--- src/rtl/crct_pkg.sv ---
// crct_pkg: shared types, codes and widths of the convex region containment test unit
// used by crct_ctrl, crct_datapath and convex_region_containment_test_unit; no dependencies
`default_nettype none

package crct_pkg;

    // default table depth
    localparam int MAX_PLANES_DEF = 64;

    // transaction op codes
    localparam logic [1:0] OP_CLEAR  = 2'd0;
    localparam logic [1:0] OP_ADD    = 2'd1;
    localparam logic [1:0] OP_POINT  = 2'd2;
    localparam logic [1:0] OP_SPHERE = 2'd3;

    // result status codes
    localparam logic [1:0] ST_OK    = 2'd0;
    localparam logic [1:0] ST_FULL  = 2'd1;
    localparam logic [1:0] ST_DEGEN = 2'd2;

    // datapath widths
    localparam int COORD_W = 32;
    localparam int RAD_W   = 31;
    localparam int EM_W    = 33;   // edge magnitude
    localparam int MUL_W   = 33;   // multiplier operand
    localparam int ACC_W   = 64;
    localparam int CM_W    = 62;   // cross product magnitude
    localparam int NRM_W   = 24;   // normalised magnitude
    localparam int SQ_W    = 52;   // square root remainder and root
    localparam int SQB_W   = 51;   // square root trial bit
    localparam int LEN_W   = 25;
    localparam int DIV_W   = 42;
    localparam int N_W     = 18;   // Q2.16 normal
    localparam int ENTRY_W = 3 * N_W + COORD_W;

    // iteration counts of the serial units
    localparam int SQRT_STEPS = 26;
    localparam int DIV_STEPS  = 18;

    // multiplier operand selects
    localparam logic [3:0] MS_X0   = 4'd0;
    localparam logic [3:0] MS_X1   = 4'd1;
    localparam logic [3:0] MS_X2   = 4'd2;
    localparam logic [3:0] MS_X3   = 4'd3;
    localparam logic [3:0] MS_X4   = 4'd4;
    localparam logic [3:0] MS_X5   = 4'd5;
    localparam logic [3:0] MS_SQ0  = 4'd6;
    localparam logic [3:0] MS_SQ1  = 4'd7;
    localparam logic [3:0] MS_SQ2  = 4'd8;
    localparam logic [3:0] MS_OF0  = 4'd9;
    localparam logic [3:0] MS_OF1  = 4'd10;
    localparam logic [3:0] MS_OF2  = 4'd11;
    localparam logic [3:0] MS_TS0  = 4'd12;
    localparam logic [3:0] MS_TS1  = 4'd13;
    localparam logic [3:0] MS_TS2  = 4'd14;

    // datapath commands
    typedef enum logic [4:0] {
        DP_NOP,
        DP_LOAD,
        DP_EDGE_SHIFT,
        DP_MUL,
        DP_ACC_FIRST,
        DP_ACC_NEXT,
        DP_CR_SAVE,
        DP_NORM_SHIFT,
        DP_ZERO_PLANE,
        DP_SQRT_INIT,
        DP_SQRT_STEP,
        DP_DIV_INIT,
        DP_DIV_STEP,
        DP_DIV_SAVE,
        DP_OFF_FIN,
        DP_PLANE_WRITE,
        DP_COUNT_CLEAR,
        DP_COMPARE
    } dp_op_t;

    typedef struct packed {
        dp_op_t     op;
        logic [3:0] sel;
    } dp_cmd_t;

    typedef struct packed {
        logic edge_big;
        logic norm_big;
        logic norm_small;
        logic norm_zero;
        logic plane_full;
        logic plane_empty;
        logic hit;
        logic last;
    } dp_stat_t;

    typedef struct packed {
        logic       load;
        logic       in_region;
        logic [1:0] status;
    } res_t;

endpackage

`default_nettype wire

--- src/rtl/crct_ctrl.sv ---
// crct_ctrl: state machine sequencing clear, add-triangle and containment tests
// depends on crct_pkg; commands crct_datapath
`default_nettype none

module crct_ctrl
    import crct_pkg::*;
(
    input  wire logic       aclk,
    input  wire logic       aresetn,
    input  wire logic       s_valid,
    output logic            s_ready,
    input  wire logic [1:0] in_op,
    input  wire logic       out_busy,
    input  wire dp_stat_t   stat,
    output dp_cmd_t         cmd,
    output res_t            res
);

    typedef enum logic [23:0] {
        S_IDLE      = 24'h000001,
        S_CLEAR     = 24'h000002,
        S_EDGE      = 24'h000004,
        S_XMUL      = 24'h000008,
        S_XACC      = 24'h000010,
        S_XSAVE     = 24'h000020,
        S_NORM      = 24'h000040,
        S_ZERO      = 24'h000080,
        S_SQMUL     = 24'h000100,
        S_SQACC     = 24'h000200,
        S_SQRT_INIT = 24'h000400,
        S_SQRT      = 24'h000800,
        S_DIV_INIT  = 24'h001000,
        S_DIV       = 24'h002000,
        S_DIV_SAVE  = 24'h004000,
        S_OMUL      = 24'h008000,
        S_OACC      = 24'h010000,
        S_OFIN      = 24'h020000,
        S_WRITE     = 24'h040000,
        S_RD        = 24'h080000,
        S_TMUL      = 24'h100000,
        S_TACC      = 24'h200000,
        S_TCMP      = 24'h400000,
        S_DONE      = 24'h800000
    } state_t;

    state_t     state_reg, state_next;
    logic [2:0] j_reg, j_next;
    logic [4:0] cnt_reg, cnt_next;
    logic       inside_reg, inside_next;
    logic [1:0] status_reg, status_next;

    // next state and command decode
    always_comb begin
        state_next    = state_reg;
        j_next        = j_reg;
        cnt_next      = cnt_reg;
        inside_next   = inside_reg;
        status_next   = status_reg;
        cmd.op        = DP_NOP;
        cmd.sel       = '0;
        s_ready       = 1'b0;
        res.load      = 1'b0;
        res.in_region = inside_reg;
        res.status    = status_reg;
        case (state_reg)
            S_IDLE: begin
                s_ready = 1'b1;
                if (s_valid) begin
                    cmd.op      = DP_LOAD;
                    inside_next = 1'b0;
                    status_next = ST_OK;
                    j_next      = '0;
                    case (in_op)
                        OP_CLEAR: state_next = S_CLEAR;
                        OP_ADD: begin
                            if (stat.plane_full) begin
                                status_next = ST_FULL;
                                state_next  = S_DONE;
                            end else begin
                                state_next  = S_EDGE;
                            end
                        end
                        default: begin
                            if (stat.plane_empty) begin
                                inside_next = 1'b1;
                                state_next  = S_DONE;
                            end else begin
                                state_next  = S_RD;
                            end
                        end
                    endcase
                end
            end
            S_CLEAR: begin
                cmd.op     = DP_COUNT_CLEAR;
                state_next = S_DONE;
            end
            // bring edges below 2^30
            S_EDGE: begin
                if (stat.edge_big) cmd.op = DP_EDGE_SHIFT;
                else               state_next = S_XMUL;
            end
            // cross product, two terms per component
            S_XMUL: begin
                cmd.op     = DP_MUL;
                cmd.sel    = MS_X0 + {1'b0, j_reg};
                state_next = S_XACC;
            end
            S_XACC: begin
                cmd.op = j_reg[0] ? DP_ACC_NEXT : DP_ACC_FIRST;
                if (j_reg[0]) begin
                    state_next = S_XSAVE;
                end else begin
                    j_next     = j_reg + 3'd1;
                    state_next = S_XMUL;
                end
            end
            S_XSAVE: begin
                cmd.op  = DP_CR_SAVE;
                cmd.sel = {2'b00, j_reg[2:1]};
                if (j_reg == 3'd5) begin
                    state_next = S_NORM;
                end else begin
                    j_next     = j_reg + 3'd1;
                    state_next = S_XMUL;
                end
            end
            // one bit of normalising shift per cycle
            S_NORM: begin
                j_next = '0;
                if (stat.norm_zero) begin
                    state_next = S_ZERO;
                end else if (stat.norm_big || stat.norm_small) begin
                    cmd.op = DP_NORM_SHIFT;
                end else begin
                    state_next = S_SQMUL;
                end
            end
            S_ZERO: begin
                cmd.op      = DP_ZERO_PLANE;
                status_next = ST_DEGEN;
                state_next  = S_WRITE;
            end
            // sum of squares
            S_SQMUL: begin
                cmd.op     = DP_MUL;
                cmd.sel    = MS_SQ0 + {1'b0, j_reg};
                state_next = S_SQACC;
            end
            S_SQACC: begin
                cmd.op = (j_reg == '0) ? DP_ACC_FIRST : DP_ACC_NEXT;
                if (j_reg == 3'd2) begin
                    state_next = S_SQRT_INIT;
                end else begin
                    j_next     = j_reg + 3'd1;
                    state_next = S_SQMUL;
                end
            end
            S_SQRT_INIT: begin
                cmd.op     = DP_SQRT_INIT;
                cnt_next   = '0;
                state_next = S_SQRT;
            end
            S_SQRT: begin
                cmd.op   = DP_SQRT_STEP;
                cnt_next = cnt_reg + 5'd1;
                j_next   = '0;
                if (cnt_reg == 5'(SQRT_STEPS - 1)) state_next = S_DIV_INIT;
            end
            // one quotient bit per cycle, per component
            S_DIV_INIT: begin
                cmd.op     = DP_DIV_INIT;
                cmd.sel    = {1'b0, j_reg};
                cnt_next   = '0;
                state_next = S_DIV;
            end
            S_DIV: begin
                cmd.op   = DP_DIV_STEP;
                cnt_next = cnt_reg + 5'd1;
                if (cnt_reg == 5'(DIV_STEPS - 1)) state_next = S_DIV_SAVE;
            end
            S_DIV_SAVE: begin
                cmd.op  = DP_DIV_SAVE;
                cmd.sel = {1'b0, j_reg};
                if (j_reg == 3'd2) begin
                    j_next     = '0;
                    state_next = S_OMUL;
                end else begin
                    j_next     = j_reg + 3'd1;
                    state_next = S_DIV_INIT;
                end
            end
            // plane offset
            S_OMUL: begin
                cmd.op     = DP_MUL;
                cmd.sel    = MS_OF0 + {1'b0, j_reg};
                state_next = S_OACC;
            end
            S_OACC: begin
                cmd.op = (j_reg == '0) ? DP_ACC_FIRST : DP_ACC_NEXT;
                if (j_reg == 3'd2) begin
                    state_next = S_OFIN;
                end else begin
                    j_next     = j_reg + 3'd1;
                    state_next = S_OMUL;
                end
            end
            S_OFIN: begin
                cmd.op     = DP_OFF_FIN;
                state_next = S_WRITE;
            end
            S_WRITE: begin
                cmd.op     = DP_PLANE_WRITE;
                state_next = S_DONE;
            end
            // plane walk for tests
            S_RD: begin
                j_next     = '0;
                state_next = S_TMUL;
            end
            S_TMUL: begin
                cmd.op     = DP_MUL;
                cmd.sel    = MS_TS0 + {1'b0, j_reg};
                state_next = S_TACC;
            end
            S_TACC: begin
                cmd.op = (j_reg == '0) ? DP_ACC_FIRST : DP_ACC_NEXT;
                if (j_reg == 3'd2) begin
                    state_next = S_TCMP;
                end else begin
                    j_next     = j_reg + 3'd1;
                    state_next = S_TMUL;
                end
            end
            S_TCMP: begin
                cmd.op = DP_COMPARE;
                if (stat.hit) begin
                    inside_next = 1'b0;
                    state_next  = S_DONE;
                end else if (stat.last) begin
                    inside_next = 1'b1;
                    state_next  = S_DONE;
                end else begin
                    state_next  = S_RD;
                end
            end
            // hand result to the output register
            S_DONE: begin
                if (!out_busy) begin
                    res.load   = 1'b1;
                    state_next = S_IDLE;
                end
            end
            default: state_next = S_IDLE;
        endcase
    end

    always_ff @(posedge aclk) begin
        if (!aresetn) begin
            state_reg <= S_IDLE;
        end else begin
            state_reg <= state_next;
        end
        j_reg      <= j_next;
        cnt_reg    <= cnt_next;
        inside_reg <= inside_next;
        status_reg <= status_next;
    end

endmodule

`default_nettype wire

--- config.mk ---
export PLATFORM = sky130hd
export DESIGN_NAME = crct_ctrl
export DESIGN_NICKNAME = d
export VERILOG_FILES = /design/src/rtl/crct_pkg.sv /design/src/rtl/crct_ctrl.sv
export SDC_FILE = /design/constraint.sdc
export NUM_CORES = 1
export LEC_CHECK = 0
export CAP_MARGIN = 30
export CORE_MARGIN = 2
export CORE_UTILIZATION = 55
export CTS_BUF_LIST = sky130_fd_sc_hd__clkbuf_8 sky130_fd_sc_hd__clkbuf_16
export CTS_CLUSTER_DIAMETER = 80
export DETAILED_ROUTE_END_ITERATION = 7
export DONT_BUFFER_PORTS = 1
export PLACE_DENSITY = 0.73
export SKIP_CTS_REPAIR_TIMING = 1
export SLEW_MARGIN = 20
export SYNTH_ARGS = -nofsm -noshare
export SYNTH_HDL_FRONTEND = slang
export SYNTH_SLANG_ARGS = --single-unit
--- constraint.sdc ---
create_clock -name aclk -period 2.95 [get_ports aclk]
set_input_delay 0.7375 -clock aclk [delete_from_list [all_inputs] [get_ports aclk]]
set_output_delay 0.7375 -clock aclk [all_outputs]
set_load 0.01 [all_outputs]
**Word-level counts from Yosys, hierarchy flattened**

Cells that the tools add are included.

- Add/sub/neg operators: 5
- Equal/unequal tests: 39
- Multiplexer cells: 47
- Reductions and logical operators: 21

Operator list:

| cell | count |
|---|---|
| case mux 24 bit (22 select lines) | 1 |
| two-way mux 24 bit | 11 |
| case mux 5 bit (17 select lines) | 1 |
| case mux 24 bit (2 select lines) | 1 |
| equality test 24 x 1 -> 1 bit, second input constant | 1 |
| equality test 24 x 10 -> 1 bit, second input constant | 1 |
| equality test 24 x 11 -> 1 bit, second input constant | 1 |
| equality test 24 x 12 -> 1 bit, second input constant | 1 |
| equality test 24 x 13 -> 1 bit, second input constant | 1 |
| equality test 24 x 14 -> 1 bit, second input constant | 1 |
| equality test 24 x 15 -> 1 bit, second input constant | 1 |
| equality test 24 x 16 -> 1 bit, second input constant | 1 |
| equality test 24 x 17 -> 1 bit, second input constant | 1 |
| equality test 24 x 18 -> 1 bit, second input constant | 1 |
| equality test 24 x 19 -> 1 bit, second input constant | 1 |
| equality test 24 x 2 -> 1 bit, second input constant | 1 |
| equality test 24 x 20 -> 1 bit, second input constant | 1 |
| equality test 24 x 21 -> 1 bit, second input constant | 1 |
| equality test 24 x 22 -> 1 bit, second input constant | 1 |
| equality test 24 x 23 -> 1 bit, second input constant | 1 |
| equality test 24 bit, second input constant | 1 |
| equality test 24 x 3 -> 1 bit, second input constant | 1 |
| equality test 24 x 4 -> 1 bit, second input constant | 1 |
| equality test 24 x 5 -> 1 bit, second input constant | 1 |
| other kinds (41) | 78 |

- Register bits: 35
- Input bits: 14
- Output and inout bits: 14
- Word-level logic and storage cells: 118

**Logic depth before layout (Yosys ltp)**

- Depth in word-level cells: 5
- Mapped depth: 9
- Depth with buffers taken out: 7

**Worst setup path before layout**

No wires, ideal clock.

- Kind: register to output
- Start: register state_reg[22]
- End: output port cmd[7] in the netlist's numbering
- Data arrival time: 2.240 ns
- Required time: 2.213 ns
- Setup slack: -0.027 ns
- Cell stages (with the launch flop): 8
- Path buffers: 1
- Cell sequence: dfxtp_1 -> nor4_1 -> nand3_2 -> or3_1 -> and2_2 -> clkbuf_1 -> nand3_1 -> nand4b_1

RTL lines:

| element | line | text |
|---|---|---|
| from (decl) | crct_ctrl.sv:46 | `state_t state_reg, state_next;` |
| from (signal assigned) | crct_ctrl.sv:262 | `state_reg <= state_next;` |
| to (decl) | crct_ctrl.sv:15 | `output dp_cmd_t cmd,` |

==> qor.txt <==
outcome: finished with violations
violated checks: negative setup slack
reg2reg path depth: 7
post-DP HPWL: 5.84 mm
post-route insts no fill: 394
setup slack after layout: -0.217 ns
Synth Area in Compound Gates: 9.62%
Worst Path Required: 2.21 ns
hold path depth: 1
DIE AREA: 4920 um^2
Worst Hold End: state_reg[1]
class of the worst hold path: in -> reg
Layout fillers: 330
Die Height: 70.1 um
share of cells above drive strength 1: 31.0%
CTS tree: yes
Worst EP arrival: 2.43 ns
Cells after Synth: 287
worst-margin pin slew: 0.482 ns
Rel. slew slack: 67.6%
number of global-route vias before repair: 2343
Die X: 70.1 um
area of the multi-input gates: 1680 um^2
largest cells by area after synthesis: dfxtp_1 (20%), edfxtp_1 (14%), nor2_1 (6.1%)
Top Ports: 28
fin crit share: 107%
mux cell area share after synthesis: 0.832%
drt via density: 6.73
PwrDens: 439 nW/um^2
FP Rows: 24
unrepaired setup endpoints after global routing: true
Num CTS Buffers: 5
worst reg2reg endpoint: j_reg[1]
first-pass GRT wire length: 11.7 mm
placed cell areas: 2790 um^2
# DRC: 0
setup TNS: -0.814 ns
critical path peak fanout: 5
largest family of logic cells by synthesized area: simple AND/OR/NAND/NOR gates
M1 GR Usage: 41.0%
Final Max Tran Viols: 0
Worst setup SP type: flop
number of synthesized flops with an enable pin: 11
P_leak: 1.28 nW
crit path kind: reg -> out
Unique masters post-synth: 57
post-placement cell count: 379
All-Layer GR Usage: 30.7%
fmax: 0.316 GHz
Syn Area/Cell: 8.38 um^2
Design Area, Final: 3110 um^2
Tmin final: 3.17 ns
Mapped Nets: 309
cell mode on critical path: or4_4
CTS Root Cell: clkbuf_8
Synth Area in XOR/XNOR: 2.91%
global route hottest layer: met2
max reg flops: 24
cell-by-cell trace of the critical path: or4_4 -> or4_4 -> or3_4 -> nand3_2 -> o21ai_1 -> nand4_1
nets@finish: 363
wire per inst: 20.0 um
I/O Buffers: 0
TritonCTS sink count: 35
# diodes: 0
flop-to-flop setup slack: 0.13 ns
initial antenna violation count: 1
Yosys top cell area share: 20.0%
Initial Util: 56.0%
DR vias: 2650
CP Capture Type: output pin
maximum VDD drop: 0.000279 V
post-route ant nets: 0
area grow syn2layout: 29.2%
flip-flop and latch area: 816 um^2
post-synthesis adder-cell area fraction: 4.16%
endpoints failing hold: 0
GRT overflow: 0
Main synth FF type: dfxtp_1
Routed WL: 7.90 mm
slowest CP cell: or4_4
clk slew on worst S/H paths: 0.07 ns
Maximum Capacitance Violations: 0
final setup violation count: 8
Cell Area, Synth: 2410 um^2
largest net degree at the start of global routing: 12
simple-gate area share of the yosys netlist: 44.9%
H-tree Lvls: 2
Initial DRC Count: 259
sequential-to-total area share from yosys stat: 33.7%
global routing usage on met2: 47.7%
clock buffer depth: 2
Synth warnings: 0
cell accounting for the most synthesized area: dfxtp_1
CP peak stage delay: 0.53 ns
reg-to-reg startpoint: state_reg[5]
share of flip-flops with an asynchronous set or reset: 0%
core area: 4290 um^2
Worst-Skew Late Latency: 0.29 ns
hold_sp: in_op[1]
Final GP Congestion: 0.958
Yosys reg bits: 35
Setup Skew: 0.00272 ns
met3 usage: 7.94%
1st-pass router iterations: 5
synthesized netlist by cell type (3+ instances only):
master and instances:
nor2_1 39, dfxtp_1 24, nand2_1 22, nand3_1 20
nor3_1 15, edfxtp_1 11, nor4b_1 11, a21oi_1 10
inv_1 10, nand4_1 9, nor4_1 9, ha_1 8
nand4b_1 7, or4_1 7, and3_1 5, o21ai_0 5
or3_1 5, xnor2_1 5, clkbuf_1 4, or4b_2 4
a31oi_1 3, and2_1 3, nand3b_1 3, nor2b_1 3
or4_4 3, xor2_1 3
metrics by stage:
step | power, W | utilization (%) | hold WS, ns | setup slack (ns)
global route | 0.00142 | 72.4 | 0.507 | -0.250
finish | 0.00136 | 72.4 | 0.517 | -0.217
floorplan | 0.000828 | - | 0.508 | 0.0188
global placement | 0.000962 | 64.9 | 0.534 | 0.0409
detailed placement | 0.000974 | 64.9 | 0.551 | 0.0184
CTS | 0.00130 | 66.8 | 0.513 | -0.305
metal layers:
layer | up-vias | part of all wire (%)
li1 | 1205 | -
met2 | 158 | 46
met3 | 44 | 8.6
met1 | 1241 | 42
met4 | 2 | 4.1
met5 | - | 0.089
cells by family after synthesis:
logic type / count (synthesis)
compound gates: 35
xor+xnor: 8
fa+ha+maj: 8
buf+inv: 18
flops: 35
mux: 2
simple gates: 181
layout make-up:
cell class	instances	area share, %
multi-input combinational	234	54.1
sequential	35	26.2
timing repair buffer	55	13.8
clock buffer	5	2.21
tap	52	2.09
inverter	10	1.21
clock inverter	3	0.403
worst max-delay path, delay by kind of cell (launching register included):
family,cells,cell delay [ns]
AO/OA/AOI/OAI,1,0.07
AND/OR/NAND/NOR,5,1.74
flip-flops,1,0.32
power breakdown:
| group | internal [W] | switching [W] | leakage (nW) |
|---|---|---|---|
| Sequential | 0.000529 | 0.0000427 | 0.290 |
| Clock | 0.000159 | 0.000176 | 0.0505 |
| Combinational | 0.000194 | 0.000263 | 0.937 |
cells in the final DEF (no fill, tap or decap), types with 3 or more instances in the layout:
cell	instances
a21oi_1	10
a31oi_1	3
and2_1	3
and3_1	5
buf_4	51
buf_6	3
clkbuf_8	5
dfxtp_1	20
dfxtp_2	4
edfxtp_1	11
ha_1	8
inv_1	12
nand2_1	22
nand3_1	16
nand3_2	4
nand3b_1	3
nand4_1	9
nand4b_1	7
nor2_1	38
nor2b_1	3
nor3_1	12
nor4_1	3
nor4_2	5
nor4_4	3
nor4b_1	10
o21ai_0	4
or3_1	4
or3_4	4
or4_1	3
or4_4	7
or4b_2	4
xnor2_1	5
xor2_1	3
worst max-delay path by stage:
stage | start | to | slack (ns) | cells past startpoint
after floorplan | state_reg[4] | cmd[7] | 0.02 | 8
after global placement | state_reg[13] | cmd[4] | 0.04 | 6
after detailed placement | state_reg[13] | cmd[4] | 0.02 | 6
after CTS | state_reg[13] | cmd[4] | -0.31 | 6
after global routing | state_reg[5] | cmd[4] | -0.25 | 6
final | state_reg[5] | cmd[4] | -0.22 | 6
Note: power is estimated with default switching activity, not from simulation.
